<file path="config.mk">
export PLATFORM = sky130hd
export DESIGN_NAME = sequence_reorder_list
export DESIGN_NICKNAME = d
export VERILOG_FILES = /design/src/rtl/core/srl_pkg.sv /design/src/rtl/core/srl_ram.sv /design/src/rtl/core/srl_seq.sv /design/src/rtl/core/sequence_reorder_list.sv
export SDC_FILE = /design/constraint.sdc
export NUM_CORES = 1
export LEC_CHECK = 0
export ABC_CLOCK_PERIOD_IN_PS = 7200
export BUFFER_PORTS_ARGS = -buffer_cell sky130_fd_sc_hd__buf_2
export CELL_PAD_IN_SITES_DETAIL_PLACEMENT = 1
export CELL_PAD_IN_SITES_GLOBAL_PLACEMENT = 2
export CORE_MARGIN = 4
export CORE_UTILIZATION = 35
export CTS_BUF_LIST = sky130_fd_sc_hd__clkbuf_16
export DETAILED_ROUTE_END_ITERATION = 10
export PLACE_DENSITY = 0.57
export SYNTH_ARGS = -nofsm -noshare
export SYNTH_HDL_FRONTEND = slang
export SYNTH_SLANG_ARGS = --single-unit
</file>
<file path="constraint.sdc">
create_clock -name clk -period 7.2 [get_ports clk]
set_input_delay 0.72 -clock clk [delete_from_list [all_inputs] [get_ports clk]]
set_output_delay 0.72 -clock clk [all_outputs]
set_load 0.02 [all_outputs]
</file>
<file path="src/rtl/core/srl_pkg.sv">
// Shared types, constants and address helper for the sorted reorder list.
`timescale 1ns / 1ps
`default_nettype none
package srl_pkg;

	localparam int CAPACITY = 32;
	localparam int ADDR_W   = (CAPACITY > 1) ? $clog2(CAPACITY) : 1;
	localparam int CNT_W    = $clog2(CAPACITY + 1);
	localparam int SUM_W    = CNT_W + 1;
	localparam int NUM_W    = 32;
	localparam int HND_W    = 16;
	localparam int ENTRY_W  = NUM_W + HND_W;

	localparam logic OP_ADD = 1'b0;
	localparam logic OP_GET = 1'b1;

	localparam logic [2:0] ST_ADDED   = 3'd0;
	localparam logic [2:0] ST_DUP     = 3'd1;
	localparam logic [2:0] ST_FULL    = 3'd2;
	localparam logic [2:0] ST_FOUND   = 3'd3;
	localparam logic [2:0] ST_MISSING = 3'd4;

	typedef struct packed {
		logic             operation;
		logic [NUM_W-1:0] sequence_number;
		logic [HND_W-1:0] fragment_handle;
	} srl_req_t;

	typedef struct packed {
		logic [2:0]       status;
		logic [HND_W-1:0] found_handle;
		logic [5:0]       pending_count;
		logic [5:0]       dropped_count;
	} srl_rsp_t;

	typedef struct packed {
		logic [NUM_W-1:0] number;
		logic [HND_W-1:0] handle;
	} srl_entry_t;

	typedef struct packed {
		logic start;
		logic rsp_free;
	} srl_ctl_t;

	typedef struct packed {
		logic idle;
		logic done;
	} srl_stat_t;

	typedef struct packed {
		logic              we;
		logic [ADDR_W-1:0] addr;
		srl_entry_t        data;
	} srl_wr_t;

	// Map a logical position (offset from head) to a ring slot.
	function automatic logic [ADDR_W-1:0] srl_phys(input logic [ADDR_W-1:0] base,
			input logic [CNT_W-1:0] ofs);
		logic [SUM_W-1:0] sum;
		sum = SUM_W'(base) + SUM_W'(ofs);
		if (sum >= SUM_W'(CAPACITY)) begin
			sum = sum - SUM_W'(CAPACITY);
		end
		return sum[ADDR_W-1:0];
	endfunction

endpackage
`default_nettype wire

</file>
<file path="src/rtl/core/srl_ram.sv">
// Generic simple dual-port RAM with registered read.
`timescale 1ns / 1ps
`default_nettype none
module srl_ram #(
	parameter int WIDTH = 8,
	parameter int DEPTH = 16
) (
	input  wire logic                     clk,
	input  wire logic                     we,
	input  wire logic [$clog2(DEPTH)-1:0] waddr,
	input  wire logic [WIDTH-1:0]         wdata,
	input  wire logic [$clog2(DEPTH)-1:0] raddr,
	output logic      [WIDTH-1:0]         rdata
);

	logic [WIDTH-1:0] mem_q [DEPTH];

	always_ff @(posedge clk) begin
		if (we) begin
			mem_q[waddr] <= wdata;
		end
		rdata <= mem_q[raddr];
	end

endmodule
`default_nettype wire

</file>
<file path="src/rtl/core/srl_seq.sv">
// Sequencer: ring-buffer scan, insert shift and head drain over one compare unit.
`timescale 1ns / 1ps
`default_nettype none
module srl_seq import srl_pkg::*; (
	input  wire logic              clk,
	input  wire logic              arst_n,
	input  wire srl_ctl_t          ctl,
	input  wire srl_req_t          req,
	output srl_stat_t              stat,
	output srl_rsp_t               res,
	output srl_wr_t                wr,
	output logic      [ADDR_W-1:0] raddr,
	input  wire srl_entry_t        rdata
);

	typedef enum logic [6:0] {
		S_IDLE  = 7'b0000001,
		S_TAIL  = 7'b0000010,
		S_SCAN  = 7'b0000100,
		S_PLACE = 7'b0001000,
		S_SHIFT = 7'b0010000,
		S_PUT   = 7'b0100000,
		S_FIN   = 7'b1000000
	} srl_state_t;

	srl_state_t        state_q, state_d;
	logic              op_q;
	logic [NUM_W-1:0]  key_q;
	logic [HND_W-1:0]  hnd_q;
	logic [ADDR_W-1:0] head_q, head_d;
	logic [CNT_W-1:0]  count_q, count_d;
	logic [CNT_W-1:0]  idx_q, idx_d;
	logic [CNT_W-1:0]  pos_q, pos_d;
	srl_rsp_t          res_q, res_d;
	logic [CNT_W-1:0]  rd_idx;
	logic [CNT_W-1:0]  wr_idx;
	logic [CNT_W-1:0]  drop;
	logic              num_lt;
	logic              num_eq;
	logic              at_end;
	logic              hit;

	// Shared compare unit.
	assign num_lt = rdata.number < key_q;
	assign num_eq = rdata.number == key_q;
	assign at_end = idx_q == count_q;
	assign hit    = !at_end && num_eq;
	assign drop   = hit ? idx_q + CNT_W'(1) : idx_q;

	always_comb begin
		state_d    = state_q;
		idx_d      = idx_q;
		pos_d      = pos_q;
		head_d     = head_q;
		count_d    = count_q;
		res_d      = res_q;
		rd_idx     = idx_q;
		wr_idx     = idx_q;
		wr.we      = 1'b0;
		wr.data    = rdata;
		stat.done  = 1'b0;
		case (state_q)
			S_IDLE: begin
				if (ctl.start) begin
					if (req.operation == OP_ADD && count_q != '0) begin
						rd_idx  = count_q - CNT_W'(1);
						state_d = S_TAIL;
					end else begin
						rd_idx  = '0;
						idx_d   = '0;
						state_d = S_SCAN;
					end
				end
			end
			S_TAIL: begin
				if (num_lt) begin
					pos_d   = count_q;
					state_d = S_PLACE;
				end else begin
					rd_idx  = '0;
					idx_d   = '0;
					state_d = S_SCAN;
				end
			end
			S_SCAN: begin
				if (at_end || !num_lt) begin
					res_d.found_handle  = '0;
					res_d.dropped_count = '0;
					res_d.pending_count = 6'(count_q);
					if (op_q == OP_ADD) begin
						if (hit) begin
							res_d.status = ST_DUP;
							state_d      = S_FIN;
						end else begin
							pos_d   = idx_q;
							state_d = S_PLACE;
						end
					end else begin
						head_d              = srl_phys(head_q, drop);
						count_d             = count_q - drop;
						res_d.status        = hit ? ST_FOUND : ST_MISSING;
						res_d.found_handle  = hit ? rdata.handle : '0;
						res_d.pending_count = 6'(count_q - drop);
						res_d.dropped_count = 6'(idx_q);
						state_d             = S_FIN;
					end
				end else begin
					idx_d  = idx_q + CNT_W'(1);
					rd_idx = idx_q + CNT_W'(1);
				end
			end
			S_PLACE: begin
				if (count_q == CNT_W'(CAPACITY)) begin
					res_d.status        = ST_FULL;
					res_d.found_handle  = '0;
					res_d.dropped_count = '0;
					res_d.pending_count = 6'(count_q);
					state_d             = S_FIN;
				end else if (pos_q == count_q) begin
					state_d = S_PUT;
				end else begin
					idx_d   = count_q;
					rd_idx  = count_q - CNT_W'(1);
					state_d = S_SHIFT;
				end
			end
			S_SHIFT: begin
				wr.we  = 1'b1;
				wr_idx = idx_q;
				idx_d  = idx_q - CNT_W'(1);
				if (idx_q - CNT_W'(1) == pos_q) begin
					state_d = S_PUT;
				end else begin
					rd_idx = idx_q - CNT_W'(2);
				end
			end
			S_PUT: begin
				wr.we               = 1'b1;
				wr_idx              = pos_q;
				wr.data.number      = key_q;
				wr.data.handle      = hnd_q;
				count_d             = count_q + CNT_W'(1);
				res_d.status        = ST_ADDED;
				res_d.found_handle  = '0;
				res_d.dropped_count = '0;
				res_d.pending_count = 6'(count_q + CNT_W'(1));
				state_d             = S_FIN;
			end
			S_FIN: begin
				if (ctl.rsp_free) begin
					stat.done = 1'b1;
					state_d   = S_IDLE;
				end
			end
			default: begin
				state_d = S_IDLE;
			end
		endcase
		wr.addr   = srl_phys(head_q, wr_idx);
		stat.idle = state_q == S_IDLE;
	end

	assign raddr     = srl_phys(head_q, rd_idx);
	assign res       = res_q;

	always_ff @(posedge clk or negedge arst_n) begin
		if (!arst_n) begin
			state_q <= S_IDLE;
			head_q  <= '0;
			count_q <= '0;
			idx_q   <= '0;
			pos_q   <= '0;
		end else begin
			state_q <= state_d;
			head_q  <= head_d;
			count_q <= count_d;
			idx_q   <= idx_d;
			pos_q   <= pos_d;
		end
	end

	always_ff @(posedge clk) begin
		if (ctl.start && stat.idle) begin
			op_q  <= req.operation;
			key_q <= req.sequence_number;
			hnd_q <= req.fragment_handle;
		end
		res_q <= res_d;
	end

	assert property (@(posedge clk) disable iff (!arst_n)
		count_q <= CNT_W'(CAPACITY))
		else $error("entry count above capacity");

	assert property (@(posedge clk) disable iff (!arst_n)
		wr.we |-> (state_q == S_SHIFT || state_q == S_PUT))
		else $error("store written outside insert");

	assert property (@(posedge clk) disable iff (!arst_n)
		state_q == S_SHIFT |-> pos_q < idx_q)
		else $error("shift passed insert position");

	assert property (@(posedge clk) disable iff (!arst_n)
		count_q != $past(count_q) |->
			($past(state_q) == S_SCAN || $past(state_q) == S_PUT))
		else $error("entry count changed outside get or insert");

	assert property (@(posedge clk) disable iff (!arst_n)
		(ctl.start && stat.idle) |=> !stat.idle)
		else $error("transfer accepted but sequencer stayed idle");

endmodule
`default_nettype wire

</file>
<file path="src/rtl/core/sequence_reorder_list.sv">
// Top level of the sorted reorder list: handshakes, result register, store.
// Sorted reorder list of CAPACITY entries, each a 32-bit sequence number and a
// 16-bit fragment handle, held in ascending order in a ring over one RAM.
// Request channel req_valid/req_ready/req: operation 0 adds an entry, 1 gets
// an entry and drains every older entry from the head.
// Response channel rsp_valid/rsp_ready/rsp: exactly one response per request.
// One request is worked at a time; req_ready is high only while the sequencer
// is idle, and a response may still wait in the output register meanwhile.
// Steps from request transfer to response on rsp, one RAM read per step and
// one shared comparator:
//   add above the largest entry: tail check, full check, then the write
//   add elsewhere: ordered scan, full check, then one slot moved per cycle to
//   open the gap, then the write
//   get: ordered scan; the drop is a head pointer move
// A finished result is registered in the sequencer and passes to the output
// register once that is free; the sequencer then returns to idle.
// Reset empties the list at once; no clearing pass is needed.
// When the receiver stalls, the response is held in the output register and a
// finished result waits in the sequencer until that register frees.
`timescale 1ns / 1ps
`default_nettype none
module sequence_reorder_list import srl_pkg::*; (
	input  wire logic     clk,
	input  wire logic     arst_n,
	input  wire logic     req_valid,
	output logic          req_ready,
	input  wire srl_req_t req,
	output logic          rsp_valid,
	input  wire logic     rsp_ready,
	output srl_rsp_t      rsp
);

	srl_ctl_t          ctl;
	srl_stat_t         stat;
	srl_rsp_t          res;
	srl_wr_t           wr;
	logic [ADDR_W-1:0] raddr;
	srl_entry_t        rdata;
	logic              rsp_valid_q;
	srl_rsp_t          rsp_q;

	assign req_ready    = stat.idle;
	assign ctl.start    = req_valid && stat.idle;
	assign ctl.rsp_free = !rsp_valid_q || rsp_ready;

	srl_seq u_seq (
		.clk    (clk),
		.arst_n (arst_n),
		.ctl    (ctl),
		.req    (req),
		.stat   (stat),
		.res    (res),
		.wr     (wr),
		.raddr  (raddr),
		.rdata  (rdata)
	);

	srl_ram #(
		.WIDTH (ENTRY_W),
		.DEPTH (CAPACITY)
	) u_store (
		.clk   (clk),
		.we    (wr.we),
		.waddr (wr.addr),
		.wdata (wr.data),
		.raddr (raddr),
		.rdata (rdata)
	);

	always_ff @(posedge clk or negedge arst_n) begin
		if (!arst_n) begin
			rsp_valid_q <= 1'b0;
		end else if (stat.done) begin
			rsp_valid_q <= 1'b1;
		end else if (rsp_ready) begin
			rsp_valid_q <= 1'b0;
		end
	end

	always_ff @(posedge clk) begin
		if (stat.done) begin
			rsp_q <= res;
		end
	end

	assign rsp_valid = rsp_valid_q;
	assign rsp       = rsp_q;

endmodule
`default_nettype wire
</file>
Word-level counts from Yosys, hierarchy flattened
Memory sizes are Yosys's and may differ from the RTL's. A register that Yosys moved wholly into a read port is not among the register bits.
Cells that the tools add are included.
- bitwise gates (word level): 1
- add/sub/neg operators: 12
- magnitude comparators: 4
- mux-type cells: 53
- equality and inequality tests: 25
- reduce and logical (&&, ||, !) cells: 23
- operators with widths (kind ; number):
    6-bit 2-to-1 mux ; 20
    31-bit one-hot mux with 3 select lines ; 1
    31-bit 2-to-1 mux ; 2
    6-bit one-hot mux with 5 select lines ; 2
    7-bit 2-to-1 mux ; 7
    7-bit one-hot mux with 7 select lines ; 1
    48-bit 2-to-1 mux ; 1
    32-bit equality test ; 1
    32-bit less-than comparator ; 1
    28-bit 2-to-1 mux ; 1
    6-bit one-hot mux with 2 select lines ; 2
    5-bit by 6-bit adder with 7-bit output ; 3
    7-bit by 6-bit greater-or-equal comparator with 1-bit output, second input constant ; 3
    6-bit equality test ; 3
    16-bit 2-to-1 mux ; 1
    5-bit 2-to-1 mux ; 3
    5-bit by 1-bit subtractor with 5-bit output, second input constant ; 3
    6-bit by 1-bit adder with 6-bit output, second input constant ; 2
    3-bit 2-to-1 mux ; 4
    2-bit by 1-bit != test with 1-bit output, second input constant ; 6
    2-bit != test, second input constant ; 6
    6-bit by 1-bit subtractor with 6-bit output, second input constant ; 2
    5-bit AND reduction ; 2
    3-bit AND reduction ; 3
    23 further kinds ; 38
- register bits after elaboration: 142
- input port bits: 53
- bits in writable memories: 1536
- memories kept: 1
- memory list (memory ; depth ; bits a word ; read ports ; clocked after memory_dff ; write ports ; RTL line ; text):
    u_store.mem_q ; 32 ; 48 ; 1 ; 1 ; 1 ; srl_ram.sv:16 ; logic [WIDTH-1:0] mem_q [DEPTH];

Depth between registers and ports, before layout
- depth in word-level cells: 8
- depth in mapped cells: 21

Modules after synthesis
A second synthesis with hierarchy kept.
- cells, all modules: 4166
- area, all modules: 68923.6 µm²
- modules (own cells, without submodules) (module ; area an instance (µm²) ; times used ; cells each):
    srl_ram ; 60724.5 ; 1 ; 3364
    srl_seq ; 7214.4 ; 1 ; 767
    sequence_reorder_list ; 984.7 ; 1 ; 35

Worst setup path before layout
No wires, ideal clock.
- kind: register to register
- start: register u_seq.state_q[4]
- end: memory u_store.mem_q[0][0] (netlist name), enable pin
- stages on the path, launching flop included: 18
- setup time: 0.454 ns
- data arrival time: 5.456 ns
- setup slack: 1.290 ns
- cell sequence: dfrtp_1 -> clkbuf_1 -> nor4_1 -> and3_1 -> clkbuf_1 -> buf_1 -> nand2_1 -> o21ai_0 -> ha_1 -> inv_1 -> fa_1 -> inv_1 -> a21o_1 -> a21oi_1 -> xnor2_1 -> xor2_1 -> nand2_1 -> nor2_1
- longest elaborated chain between the ends: 5
- elaborated cells on any way between the ends: 11
- classes of those cells: add/sub (2); order compare (1); eq/ne (2); mux (5); reduce/logical (1)
- RTL lines (what ; RTL line ; text):
    start: declaration ; srl_seq.sv:26 ; srl_state_t state_q, state_d;
    start signal: assignment ; srl_seq.sv:174 ; state_q <= state_d;
    7-bit by 6-bit equality test with 1-bit output / 7-bit by 5-bit equality test with 1-bit output (equally long branches) ; srl_seq.sv:62 ; case (state_q)
    6-bit 2-to-1 mux / 2-bit OR reduction (equally long branches) ; -- ;
    5-bit by 6-bit adder with 7-bit output / 1-bit 2-to-1 mux (equally long branches) ; srl_pkg.sv:61, srl_seq.sv:62 ;
    7-bit by 6-bit greater-or-equal comparator with 1-bit output (tied with other cells) ; srl_pkg.sv:62 ; if (sum >= SUM_W'(CAPACITY)) begin
    5-bit 2-to-1 mux / 1-bit 2-to-1 mux (equally long branches) ; srl_pkg.sv:62, srl_ram.sv:20 ;
    end: declaration ; srl_ram.sv:16 ;
Several ways; a longest one is shown, not always the timed one.

Worst setup path after layout
- start: register u_seq.key_q[15]
- end: register u_store.rdata[8], read port of u_store.mem_q
- longest elaborated chain between the ends: 8
- elaborated cells on any way between the ends: 10
- classes of those cells: add/sub (2); order compare (2); mux (4); reduce/logical (2)
- RTL lines (what ; RTL line ; text):
    start: declaration ; srl_seq.sv:28 ; logic [NUM_W-1:0] key_q;
    start signal: assignment ; srl_seq.sv:185 ; key_q <= req.sequence_number;
    32-bit less-than comparator (*) ; srl_seq.sv:44 ; assign num_lt = rdata.number < key_q;
    1-bit zero test ; srl_seq.sv:86 ; if (at_end || !num_lt) begin
    1-bit logical OR ; srl_seq.sv:86 ;
    6-bit 2-to-1 mux ; srl_seq.sv:86 ;
    6-bit one-hot mux with 5 select lines (*) ; srl_seq.sv:62 ;
    5-bit by 6-bit adder with 7-bit output (*) ; srl_pkg.sv:61 ; sum = SUM_W'(base) + SUM_W'(ofs);
    7-bit by 6-bit greater-or-equal comparator with 1-bit output / 5-bit by 1-bit subtractor with 5-bit output (equally long branches) ; srl_pkg.sv:62, srl_pkg.sv:63 ;
    5-bit 2-to-1 mux (*) ; srl_pkg.sv:62 ;
    end: declaration ; srl_ram.sv:13 ; output logic [WIDTH-1:0] rdata
Every way passes the cells marked *; elsewhere a longest branch is shown, timed or not.
A chain may end at the register's enable or synchronous reset.

==> run_results.csv <==
group,metric,value,unit
outcome,status,"finished, final reports clean",
setup_path,critPathMaxFanout,39,
cts,cts_root_buf,"clkbuf_16",
synthesis,synthArstFlopShare,1.796,%
synthesis,netlist_area,0.06983,mm^2
setup_path,path_cells,"inv_1 -> ha_1 -> nand4_1 -> nor3_1 -> a21boi_0 -> o31a_1 -> or3_1 -> a41o_1 -> o221ai_1 -> ha_4 -> fa_4 -> a21o_1 -> a21oi_1 -> xor2_4 -> or4_1 -> mux2_4 -> buf_4 -> o221ai_1",
power,power.total,37610,uW
synthesis,syn_area_per_cell,19.17,um^2
synthesis,synth_area_leaders,"edfxtp_1 71%, mux4_2 12%, mux2i_1 2.8%",
route,route.detailed.drc,0,
placement,io_buffers,85,
sta,slew_viol_final,0,
route,vias,35425,
cts,cts_tree,"yes",
route,firstDrtPassIters,7,
floorplanning,ioPinCount,86,
floorplanning,placementRows,163,
global_routing,grt_overflow,0,
placement,preCtsSetupSlack,0.4263,ns
sta,tightest_slew,1.309,ns
synthesis,ys_ff_latch,1726,
synthesis,yosys_warnings,0,
route,routed_via_density,5.311,
setup_path,startpoint_type,"flip-flop",
synthesis,yosysSeqAreaShare,73.32,%
global_routing,grt_pass1_wl,285.5,mm
sta,setup_viol,0,
cts,clkSinkCount,1726,
cts,cts_buffer_depth,3,
placement,post-dp-hpwl,110.0,mm
sta,rsz0062_at_grt,"no",
sta,tns,0,ns
sta,skew,0.03696,ns
setup_path,crit_path_frequent_cell,"o221ai_1",
cts,cts_resized,0,
setup_path,required,7.84,ns
route,dr.first_iter.drc_count,2979,
synthesis,synth_cell_types,75,
cells_and_area,area_growth,15.38,%
floorplanning,die_x,454.7,um
setup_path,worstPathArrival,7.36,ns
sta,post-route-min-period,6.720,ns
worst_hold_path,hold_class,"input port to flip-flop",
sta,post-route-period-util,93.34,%
power,ir_drop,0.4457,mV
floorplanning,core,0.1978,mm^2
sta,slew_headroom,12.71,%
power,p_leak,0.02662,uW
cts,clk_latency,0.83,ns
synthesis,synth_top_area_share,70.83,%
cells_and_area,post-route-util,40.73,%
floorplanning,die_h,454.7,um
cts,cts_inserted_buffers,183,
setup_path,slowest_delay,0.85,ns
synthesis,synthCells,3643,
cells_and_area,layoutNonFillerInstCount,6670,
placement,place.gp.congestion,0.7687,
setup_path,critPathSlowestCell,"mux2_4",
cells_and_area,drive_gt1_share,26.78,%
sta,fmax,148.8,MHz
flow_run,drv_cap,0,
cts,htreeDepth,4,
setup_path,reg2reg_slack,0.48,ns
global_routing,gr-usage-all-layers,19.55,%
route,wl,201.9,mm
placement,placed_cells,6324,
setup_path,critPathKind,"flip-flop to flip-flop",
global_routing,first_global_vias,37408,
synthesis,synth_top_cell_by_area,"edfxtp_1",
cells_and_area,nets,3986,
synthesis,synthFlopType,"edfxtp_1",
power,pwr_density_cell,466.8,mW/mm^2
global_routing,grt_max_degree,85,
sta,fin_ws,0.4798,ns
floorplanning,die_area,0.2067,mm^2
floorplanning,start_util,35.30,%
route,routedWlPerCell,30.28,um
route,drt.antenna.violating_nets,0,
global_routing,antenna_found_initial,5,
setup_path,critPathCaptureType,"flip-flop",
synthesis,syn_nets,3756,
sta,hold_viol,0,
synthesis,synth_edf_count,1647,
cts,clk_pin_slew,0.06,ns
-- metrics by stage --
step	area [um^2]	hold WS, ns
final	80570	0.08170
after global routing	80570	0.03262
after CTS	80550	0.002595
after detailed placement	74780	0.4052
after global placement	74780	0.4016
after floorplan	69830	0.4003
-- cell usage in the layout (no fill, tap or decap), types with 37 or more instances in the layout --
master     synthesis  routed
buf_12             0      37
buf_2              7      85
buf_4              2     116
clkbuf_16          0     187
clkinv_1           0      45
clkinv_2           0      41
dfxtp_1           48      48
edfxtp_1        1647    1647
ha_1              56      55
inv_1             54      93
mux2_2           103     102
mux2i_1          194     194
mux4_2           384     384
nand2_1          153     153
nor2_1           354     322
o22a_1            48      48
-- flip-flops by register name, summed over array words and instances, names as in the netlist, 5 cells and up --
register       cells
u_seq.res         31
u_seq.idx_q        6
u_seq.key_q       32
u_seq.count_q      6
u_seq.state_q      7
u_seq.hnd_q       16
u_seq.head_q       5
rsp               31
u_seq.pos_q        6
u_store.rdata     48
u_store.mem_q   1536
-- power by group --
group / switching [uW] / internal (uW)
sequential: 323 / 12800
combinational: 8610 / 6820
clock: 3940 / 5130
-- cell families (layout without fill, tap and decap cells) --
group | after synthesis | in the layout | synth area share, %
AO/OA/AOI/OAI | 258 | 258 | 2.897
AND/OR/NAND/NOR | 614 | 614 | 3.716
other | 0 | 1 | 0
adder cells (fa/ha/maj) | 60 | 60 | 1.118
buffers and inverters | 252 | 638 | 1.442
XOR/XNOR | 51 | 51 | 0.6612
flip-flops | 1726 | 1726 | 73.32
multiplexers | 682 | 682 | 16.85
-- layout make-up --
type | instances | area [um^2]
Fill cell | 18864 | 117300
Sequential cell | 1726 | 51200
Multi-Input combinational cell | 1665 | 18050
Clock buffer | 187 | 4679
Tap cell | 2640 | 3303
Timing Repair Buffer | 242 | 2077
Clock inverter | 154 | 1046
Inverter | 55 | 207.7
Antenna cell | 1 | 2.502
-- timing repair --
item,in CTS,in global routing
hold buffers,4,0
hold endpoints to repair,32,0
buffers inserted,0,0
-- path summary, 6_finish.rpt --
path	startpoint	end	depth (start not counted)
max in group asynchronous	arst_n	u_seq.count_q[3]$_DFFE_PN0P_	2
worst min register to register	u_seq.res[19]$_DFFE_PP_	rsp[19]$_DFFE_PP_	0
worst max-delay path	u_seq.key_q[15]$_DFFE_PP_	u_store.rdata[8]$_DFF_P_	18
min in group asynchronous	arst_n	u_seq.pos_q[5]$_DFFE_PN0P_	2
worst max register to register	u_seq.key_q[15]$_DFFE_PP_	u_store.rdata[8]$_DFF_P_	18
worst min-delay path	req[2]	u_seq.hnd_q[2]$_DFFE_PP_	1
-- critical path: cells and delay by family (launching register included) --
kind            cells  cell delay (ns)
buf+inv             2             0.45
flops               1             0.35
fa+ha+maj           3             1.04
mux                 1             0.85
simple gates        4             1.38
xor+xnor            1             0.25
compound gates      7             2.20
-- Yosys cell counts (9+ instances only) --
| cell type | count |
|---|---|
| xor2_1 | 18 |
| edfxtp_1 | 1647 |
| o21ai_0 | 63 |
| mux4_2 | 384 |
| ha_1 | 56 |
| clkbuf_1 | 130 |
| nand4_1 | 12 |
| xnor2_1 | 32 |
| nor3_1 | 13 |
| mux2_2 | 103 |
| nand3_1 | 17 |
| o221ai_1 | 30 |
| a21oi_1 | 35 |
| and2_1 | 20 |
| nand2_1 | 153 |
| buf_1 | 52 |
| mux2i_1 | 194 |
| dfxtp_1 | 48 |
| o22a_1 | 48 |
| nor4_1 | 9 |
| dfrtp_1 | 30 |
| o221ai_2 | 21 |
| inv_1 | 54 |
| a21o_1 | 11 |
| nor2_1 | 354 |
-- per-layer routing --
| layer | GRT usage (%) | vias to the layer above | part of all wire, % |
|---|---|---|---|
| met3 | 3.211 | 289 | 4.6 |
| met1 | 26.75 | 19190 | 44 |
| met5 | 0 | - | 0.0050 |
| li1 | - | 15161 | - |
| met4 | 5.587 | 2 | 2.6 |
| met2 | 32.34 | 783 | 49 |
Power figures use the tool's default switching activity.
